**src/rtl/mtcp_pkg.sv**
```systemverilog
// Package for the holding register server: sizes, codes, state and reply types.
`timescale 1ns / 1ps

package mtcp_pkg;

   // Register file size and derived widths
   localparam int NUM_REGS = 16;
   localparam int REG_AW   = (NUM_REGS > 1) ? $clog2(NUM_REGS) : 1;
   localparam int CNT_W    = $clog2(NUM_REGS + 1);

   // Frame geometry
   localparam int HDR_LEN  = 12;
   localparam int HDR_AW   = $clog2(HDR_LEN);
   localparam int MIN_LEN  = 8;
   localparam int SEEN_W   = 4;
   localparam int IDX_W    = 6;

   // Reset contents of the register file: base plus index
   localparam logic [15:0] REG_BASE = 16'd100;

   // Function codes
   localparam logic [7:0] FUNC_READ  = 8'd3;
   localparam logic [7:0] FUNC_WRITE = 8'd6;
   localparam logic [7:0] EXC_FLAG   = 8'h80;

   // Exception codes
   localparam logic [7:0] EXC_ILLEGAL_FUNC  = 8'd1;
   localparam logic [7:0] EXC_ILLEGAL_ADDR  = 8'd2;
   localparam logic [7:0] EXC_ILLEGAL_VALUE = 8'd3;

   // Reply lengths
   localparam logic [IDX_W-1:0] EXC_TOTAL  = IDX_W'(9);
   localparam logic [IDX_W-1:0] ECHO_TOTAL = IDX_W'(HDR_LEN);
   localparam logic [IDX_W-1:0] READ_BASE  = IDX_W'(9);
   localparam logic [7:0]       EXC_FOLLOW = 8'd3;

   typedef enum logic [1:0] {
      ST_IDLE,
      ST_DECIDE,
      ST_SEND
   } state_type;

   typedef enum logic [1:0] {
      RPL_EXC,
      RPL_READ,
      RPL_ECHO
   } reply_type;

   // Register file access from the controller
   typedef struct packed {
      logic              we;
      logic [REG_AW-1:0] waddr;
      logic [15:0]       wdata;
      logic [REG_AW-1:0] raddr;
   } rf_req_type;

endpackage

```
**src/rtl/modbus_tcp_holding_register_server.sv**
```systemverilog
// Top level: request frame capture, decode and response byte sequencer.
`timescale 1ns / 1ps

// Channel   Ports                                  Handshake
// request   req_rx_byte, req_frame_end             start & !busy
// response  rsp_tx_byte, rsp_tx_last              strobe, one byte per cycle
//
// Request bytes are taken one per cycle while busy is low.
// After the final byte of a frame of 8 or more bytes, busy rises through the decode
// state and the send state, which emits the response (9, 12 or 9 + 2*count bytes); the
// response byte stream comes from an output register.
// The register file read is registered and is issued one byte ahead.
// Synchronous reset restores all holding registers to 100 plus index; the receiver
// cannot stall, so the response burst runs without gaps.
module modbus_tcp_holding_register_server (
   input  logic       clock,
   input  logic       reset,
   input  logic       start,
   output logic       busy,
   input  logic [7:0] req_rx_byte,
   input  logic       req_frame_end,
   output logic       strobe,
   output logic [7:0] rsp_tx_byte,
   output logic       rsp_tx_last
);

   mtcp_pkg::state_type                state_ff, state_in;
   logic [mtcp_pkg::SEEN_W-1:0]        seen_ff, seen_in;
   logic [mtcp_pkg::SEEN_W-1:0]        len_ff, len_in;
   logic [7:0]                         hdr_ff [mtcp_pkg::HDR_LEN];
   mtcp_pkg::reply_type                kind_ff, kind_in;
   logic [mtcp_pkg::IDX_W-1:0]         idx_ff, idx_in;
   logic [mtcp_pkg::IDX_W-1:0]         total_ff, total_in;
   logic [7:0]                         follow_ff, follow_in;
   logic [7:0]                         b7_ff, b7_in;
   logic [7:0]                         b8_ff, b8_in;
   logic [mtcp_pkg::REG_AW-1:0]        base_ff, base_in;
   logic                               strobe_ff, strobe_in;
   logic [7:0]                         byte_ff, byte_in;
   logic                               last_ff, last_in;

   logic                               accept;
   logic [mtcp_pkg::SEEN_W-1:0]        seen_inc;
   logic [7:0]                         func;
   logic [15:0]                        start16;
   logic [15:0]                        cnt16;
   logic [16:0]                        end17;
   logic                               short_frame;
   logic [mtcp_pkg::IDX_W-1:0]         rd_off;
   logic [15:0]                        rd_data;
   mtcp_pkg::rf_req_type               rf_req;

   assign accept  = start && !busy;
   assign busy    = (state_ff != mtcp_pkg::ST_IDLE);
   assign strobe  = strobe_ff;
   assign rsp_tx_byte = byte_ff;
   assign rsp_tx_last = last_ff;

   // Saturating byte count
   assign seen_inc = (seen_ff == '1) ? seen_ff : seen_ff + 1'b1;

   // Header fields for decode
   assign func        = hdr_ff[7];
   assign start16     = {hdr_ff[8], hdr_ff[9]};
   assign cnt16       = {hdr_ff[10], hdr_ff[11]};
   assign end17       = {1'b0, start16} + {1'b0, cnt16};
   assign short_frame = (len_ff < mtcp_pkg::SEEN_W'(mtcp_pkg::HDR_LEN));

   // Read address runs one byte ahead of the sequencer
   assign rd_off = (idx_ff - mtcp_pkg::IDX_W'(8)) >> 1;

   mtcp_regfile u_regfile (
      .clock   (clock),
      .reset   (reset),
      .rf_req  (rf_req),
      .rd_data (rd_data)
   );

   // Next state, decode and byte selection
   always_comb begin
      state_in  = state_ff;
      seen_in   = seen_ff;
      len_in    = len_ff;
      kind_in   = kind_ff;
      idx_in    = idx_ff;
      total_in  = total_ff;
      follow_in = follow_ff;
      b7_in     = b7_ff;
      b8_in     = b8_ff;
      base_in   = base_ff;
      strobe_in = 1'b0;
      byte_in   = byte_ff;
      last_in   = 1'b0;

      rf_req.we    = 1'b0;
      rf_req.waddr = start16[mtcp_pkg::REG_AW-1:0];
      rf_req.wdata = cnt16;
      rf_req.raddr = base_ff + rd_off[mtcp_pkg::REG_AW-1:0];

      unique case (state_ff)
         mtcp_pkg::ST_IDLE: begin
            if (accept) begin
               if (req_frame_end) begin
                  seen_in = '0;
                  len_in  = seen_inc;
                  if (seen_inc >= mtcp_pkg::SEEN_W'(mtcp_pkg::MIN_LEN)) begin
                     state_in = mtcp_pkg::ST_DECIDE;
                  end
               end else begin
                  seen_in = seen_inc;
               end
            end
         end

         mtcp_pkg::ST_DECIDE: begin
            // Default to an exception reply
            kind_in   = mtcp_pkg::RPL_EXC;
            total_in  = mtcp_pkg::EXC_TOTAL;
            follow_in = mtcp_pkg::EXC_FOLLOW;
            b7_in     = func | mtcp_pkg::EXC_FLAG;
            b8_in     = mtcp_pkg::EXC_ILLEGAL_FUNC;
            base_in   = start16[mtcp_pkg::REG_AW-1:0];
            idx_in    = '0;
            state_in  = mtcp_pkg::ST_SEND;
            priority if (func == mtcp_pkg::FUNC_READ) begin
               priority if (short_frame) begin
                  b8_in = mtcp_pkg::EXC_ILLEGAL_VALUE;
               end else if (cnt16 == 16'd0 || cnt16 > 16'(mtcp_pkg::NUM_REGS)
                            || end17 > 17'(mtcp_pkg::NUM_REGS)) begin
                  b8_in = mtcp_pkg::EXC_ILLEGAL_ADDR;
               end else begin
                  kind_in   = mtcp_pkg::RPL_READ;
                  total_in  = mtcp_pkg::READ_BASE + {cnt16[mtcp_pkg::IDX_W-2:0], 1'b0};
                  follow_in = 8'd3 + {cnt16[6:0], 1'b0};
                  b7_in     = func;
                  b8_in     = {cnt16[6:0], 1'b0};
               end
            end else if (func == mtcp_pkg::FUNC_WRITE) begin
               priority if (short_frame) begin
                  b8_in = mtcp_pkg::EXC_ILLEGAL_VALUE;
               end else if (start16 >= 16'(mtcp_pkg::NUM_REGS)) begin
                  b8_in = mtcp_pkg::EXC_ILLEGAL_ADDR;
               end else begin
                  kind_in   = mtcp_pkg::RPL_ECHO;
                  total_in  = mtcp_pkg::ECHO_TOTAL;
                  rf_req.we = 1'b1;
               end
            end else begin
               b8_in = mtcp_pkg::EXC_ILLEGAL_FUNC;
            end
         end

         mtcp_pkg::ST_SEND: begin
            strobe_in = 1'b1;
            last_in   = (idx_ff == total_ff - 1'b1);
            idx_in    = idx_ff + 1'b1;
            if (last_in) begin
               state_in = mtcp_pkg::ST_IDLE;
            end
            // Response byte for this position
            priority if (kind_ff == mtcp_pkg::RPL_ECHO || idx_ff < mtcp_pkg::IDX_W'(4)
                         || idx_ff == mtcp_pkg::IDX_W'(6)) begin
               byte_in = hdr_ff[idx_ff[mtcp_pkg::HDR_AW-1:0]];
            end else if (idx_ff == mtcp_pkg::IDX_W'(4)) begin
               byte_in = 8'd0;
            end else if (idx_ff == mtcp_pkg::IDX_W'(5)) begin
               byte_in = follow_ff;
            end else if (idx_ff == mtcp_pkg::IDX_W'(7)) begin
               byte_in = b7_ff;
            end else if (idx_ff == mtcp_pkg::IDX_W'(8)) begin
               byte_in = b8_ff;
            end else begin
               // Register data, high byte on odd positions
               byte_in = idx_ff[0] ? rd_data[15:8] : rd_data[7:0];
            end
         end

         default: begin
            state_in = mtcp_pkg::ST_IDLE;
         end
      endcase
   end

   // Control registers
   always_ff @(posedge clock) begin
      if (reset) begin
         state_ff  <= mtcp_pkg::ST_IDLE;
         seen_ff   <= '0;
         strobe_ff <= 1'b0;
      end else begin
         state_ff  <= state_in;
         seen_ff   <= seen_in;
         strobe_ff <= strobe_in;
      end
   end

   // Payload registers and header capture
   always_ff @(posedge clock) begin
      len_ff    <= len_in;
      kind_ff   <= kind_in;
      idx_ff    <= idx_in;
      total_ff  <= total_in;
      follow_ff <= follow_in;
      b7_ff     <= b7_in;
      b8_ff     <= b8_in;
      base_ff   <= base_in;
      byte_ff   <= byte_in;
      last_ff   <= last_in;
      if (accept && seen_ff < mtcp_pkg::SEEN_W'(mtcp_pkg::HDR_LEN)) begin
         hdr_ff[seen_ff[mtcp_pkg::HDR_AW-1:0]] <= req_rx_byte;
      end
   end

endmodule

```
**src/rtl/mtcp_regfile.sv**
```systemverilog
// Holding register file: synchronous memory with per-entry valid bits for reset values.
`timescale 1ns / 1ps

module mtcp_regfile (
   input  logic                    clock,
   input  logic                    reset,
   input  mtcp_pkg::rf_req_type    rf_req,
   output logic [15:0]             rd_data
);

   logic [15:0]               regs_mem [mtcp_pkg::NUM_REGS];
   logic [mtcp_pkg::NUM_REGS-1:0] vld_ff;
   logic [15:0]               mem_q_ff;
   logic                      vld_q_ff;
   logic [15:0]               def_q_ff;

   // Memory write and registered read
   always_ff @(posedge clock) begin
      if (rf_req.we) begin
         regs_mem[rf_req.waddr] <= rf_req.wdata;
      end
      mem_q_ff <= regs_mem[rf_req.raddr];
      def_q_ff <= mtcp_pkg::REG_BASE + 16'(rf_req.raddr);
   end

   // Valid bits: an unwritten entry reads as its reset value
   always_ff @(posedge clock) begin
      if (reset) begin
         vld_ff   <= '0;
         vld_q_ff <= 1'b0;
      end else begin
         if (rf_req.we) begin
            vld_ff[rf_req.waddr] <= 1'b1;
         end
         vld_q_ff <= vld_ff[rf_req.raddr];
      end
   end

   assign rd_data = vld_q_ff ? mem_q_ff : def_q_ff;

endmodule
```
**config.mk**
```make
export PLATFORM = sky130hd
export DESIGN_NAME = modbus_tcp_holding_register_server
export DESIGN_NICKNAME = d
export VERILOG_FILES = /design/src/rtl/mtcp_pkg.sv /design/src/rtl/modbus_tcp_holding_register_server.sv /design/src/rtl/mtcp_regfile.sv
export SDC_FILE = /design/constraint.sdc
export NUM_CORES = 1
export LEC_CHECK = 0
export BUFFER_PORTS_ARGS = -buffer_cell sky130_fd_sc_hd__buf_2
export CORE_MARGIN = 4
export CORE_UTILIZATION = 40
export DETAILED_ROUTE_END_ITERATION = 10
export PLACE_DENSITY_LB_ADDON = 0.05
export RECOVER_POWER = 25
export SYNTH_ARGS = -nofsm -noshare
export SYNTH_HDL_FRONTEND = slang
export SYNTH_SLANG_ARGS = --single-unit
```
**constraint.sdc**
```tcl
create_clock -name clock -period 3.36 [get_ports clock]
set_input_delay 0.336 -clock clock [delete_from_list [all_inputs] [get_ports clock]]
set_output_delay 0.336 -clock clock [all_outputs]
set_load 0.03 [all_outputs]
```
==> impl_results.md <==
- Largest delay share family, worst path: compound AO/OA/AOI/OAI gates
- Total CTS buffers: 50
- Hold violation total from the final report: 0
- Final Slew Violations: 0
- Final WL: 47.25 mm
- Unique masters post-synth: 63
- DR DRC count: 0
- Cts hold-fix bufs: 0
- Total die area: 50600 µm²
- Final cycle utilization of the critical path: 97.69%
- Max Freq: 304.7 MHz
- Post-Synth XOR/XNOR Area: 1.256%
- Clock Pin Slew Worst Setup and Hold Paths: 0.06 ns
- RSZ-0062 raised after global routing: true
- Syn. warnings: 0
- Commonest non-fill, non-tap cell in the layout: edfxtp_1
- Slew @ Worst Pin: 0.9600 ns
- Clock Path Buffers: 3
- Most frequent cells in the layout: edfxtp_1, mux4_2, buf_4
- Clk root buf: clkbuf_16
- Gpl congestion: 0.8578
- Hold path start: start
- Critical Path Slowest Stage Cell: or3_4
- Port Buffers: 22
- Post-layout util: 47.73%
- Synth Cell Area: 18830 µm²
- Routed via count: 10262
- Sink Count: 453
- Hpwl dp: 31.52 mm
- Setup violators final: 0
- Share of cells above drive strength 1: 25.37%
- Syn_area_per_cell: 16.89 µm²
- WP data required: 3.70 ns
- Hold_ws: 0.1700 ns
- Die height: 225.0 µm
- Worst R2R Setup Slack: 0.08 ns
- N_diodes: 0
- Slew headroom: 36.00%
- Total global routing track utilization: 19.06%
- Startpoint Class: flip-flop
- Clk Latency, worst-skew pair: 0.60 ns
- WS Path Type: reg2reg
- EDFF count, synth: 403
- Post-synthesis mux area share: 13.00%
- Cell Rows: 79
- Shortest period the worst path allows: 3.282 ns
- DIE WIDTH: 225.0 µm
- Status: complete, no violations
- Layout Nets: 1299
- RR Endpoint: b8_ff[1]
- Vias in the first global route: 10625
- Leak: 7.507 nW
- Max IR drop VDD: 0.0004192 V
- Crit path DAT: 3.63 ns
- Worst Reg2Reg Path Length in Cells: 10
- Main combinational cell family by area after synthesis: multiplexers
- Hold Crit Depth: 2
- Clock skew: 0.01682 ns
- Worst min-delay path class: in2reg
- Part of the Yosys area used for sequential elements: 69.59%
- Area Growth Syn to Fin: 18.03%
- Crit-path max cell delay: 0.43 ns
- Fillers: 3997
- Simple-Gate Fraction of Synth Area: 6.506%
- Largest net degree at the start of global routing: 36
- Iter 0 DRT Violations: 664
- TritonCTS clock tree: built
- Core footprint: 46560 µm²
- Adder-cell share of the synthesized area: 2.738%
- WL/cell: 24.92 µm
- Synth Area in Compound Gates: 5.276%
- Post-synthesis sequential element count: 453
- Max-cap violations: 0
- I/O pin cnt: 23
- Antenna violations before repair: 0
- Total Power: 11.52 mW
- Cell count after placement: 1800
- PD cells: 518.4 nW/µm²
- First-pass GRT wire length: 70.60 mm
- Post-synth ARST share: 0%
- H-tree depth: 2
- Vias/cell: 5.412
- Worst path cell trace: ha_1 > buf_4 > and2_1 > a32o_1 > o31a_1 > o41a_1 > a32oi_1 > nand4_1 > or3_4 > o31a_1
- GRT overflow: 0
- Antenna-violating nets left: 0
- CP Buf/Inv Count: 1
- Final Non-Filler Cells: 1896
- Worst Path Max Fanout: 5
- Crit end category: flip-flop
- Most frequent CP cell: o31a_1
- Initial Util: 40.44%
- R2r startpoint: hdr_ff[10][0]
- DRT Pass-1 Iters: 5
- Hold EP: len_ff[2]
- Gate Count Post-Synth: 1115
- Most used DFF post-synth: edfxtp_1
## flip-flops by register name, summed over array words and instances (netlist names), 2 cells and up, named ones only
name and count:
b7_ff 8, b8_ff 8, base_ff 4, follow_ff 7, hdr_ff 96, idx_ff 6, kind_ff 2, len_ff 2
rsp_tx_byte 8, seen_ff 4, state_ff 2, total_ff 6, u_regfile.def_q_ff 5, u_regfile.mem_q_ff 16, u_regfile.regs_mem 256, u_regfile.vld_ff 16
## worst reg2reg max path, cell delays in order, from the launching register on
cell and delay (ns):
edfxtp_1 0.41, ha_1 0.36, buf_4 0.17, and2_1 0.17
a32o_1 0.26, o31a_1 0.27, o41a_1 0.33, a32oi_1 0.20
nand4_1 0.16, or3_4 0.43, o31a_1 0.28
## power breakdown
| group | internal (mW) | switching, mW | leakage [nW] |
|---|---|---|---|
| sequential | 6.07 | 0.00496 | 4.03 |
| combinational | 0.0144 | 0.0467 | 2.67 |
| clock | 3.17 | 2.21 | 0.799 |
## cells by family after synthesis
group                      Yosys count
muxes                              129
and+or+nand+nor                    237
xor gates and xnor gates            27
DFF                                453
other                                1
adders and majority gates           40
buffers and inverters               79
AOI/OAI and AO/OA                  149
## synth_stat cells, types with 3 or more instances
cell type,instances,area share (%)
edfxtp_1,403,64
mux4_2,92,11
nor2_1,78,1.6
dfxtp_1,50,5.3
a21oi_1,40,1.1
and2_1,38,1.3
ha_1,38,2.5
nand2_1,37,0.74
clkbuf_1,34,0.68
mux2i_1,33,1.8
inv_1,29,0.58
a211oi_1,23,0.92
nand3_1,17,0.45
o21ai_0,16,0.43
xor2_1,14,0.65
buf_1,13,0.26
xnor2_1,13,0.60
nor3_1,12,0.32
o21ai_1,12,0.32
nand4_1,9,0.30
a22o_1,8,0.37
nand2b_1,8,0.27
nor3_2,8,0.43
o211ai_1,8,0.32
a31oi_1,7,0.23
a21o_1,6,0.24
and3_1,6,0.20
nor4_1,6,0.20
o21ba_1,4,0.21
or3_1,4,0.13
a2111oi_0,3,0.14
a22oi_1,3,0.12
mux2_2,3,0.18
## routing by layer
layer	global-route usage [%]	part of all wire, %	up-vias
li1	-	-	4687
met1	29.45	49	5328
met2	28.49	45	186
met3	3.100	4.0	61
met4	4.684	2.1	0
met5	0	0	-
## what timing repair did
item / 4_1_cts / 5_1_grt
buffers inserted: 1 / 1
gates resized for setup: 2 / 12
gates cloned: 0 / 0
setup endpoints to repair: 9 / 18
pin swaps: 1 / 3
## metrics by stage
stage                     instance area (µm²)  worst slack, ns  setup TNS, ns
after floorplan                         18870          0.01642              0
after global placement                  20560         -0.05557        -0.3552
after detailed placement                20560         -0.04104       -0.05215
after CTS                               22200          0.03616              0
after global routing                    22220         -0.09600        -0.7061
final                                   22220          0.07771              0
## worst max-delay path by stage
stage / from / end / slack, ns / cells after the start
final: hdr_ff[10][0] / b8_ff[1] / 0.08 / 10
after global routing: hdr_ff[10][6] / total_ff[3] / -0.1 / 11
after CTS: hdr_ff[10][6] / total_ff[5] / 0.04 / 10
after detailed placement: hdr_ff[10][6] / total_ff[5] / -0.04 / 10
after global placement: hdr_ff[10][6] / b8_ff[1] / -0.06 / 9
after floorplan: hdr_ff[10][6] / b8_ff[1] / 0.02 / 9
## final cells by class
| type | count | area, µm² | area share, % |
|---|---|---|---|
| tap | 607 | 759.5 | 3.418 |
| timing repair buffer | 126 | 1003 | 4.515 |
| sequential | 453 | 13100 | 58.96 |
| clock buffer | 70 | 1418 | 6.379 |
| multi-input combinational | 585 | 5618 | 25.28 |
| inverter | 31 | 116.4 | 0.5236 |
| clock inverter | 24 | 205.2 | 0.9234 |
(Power assumes the default switching activity.)
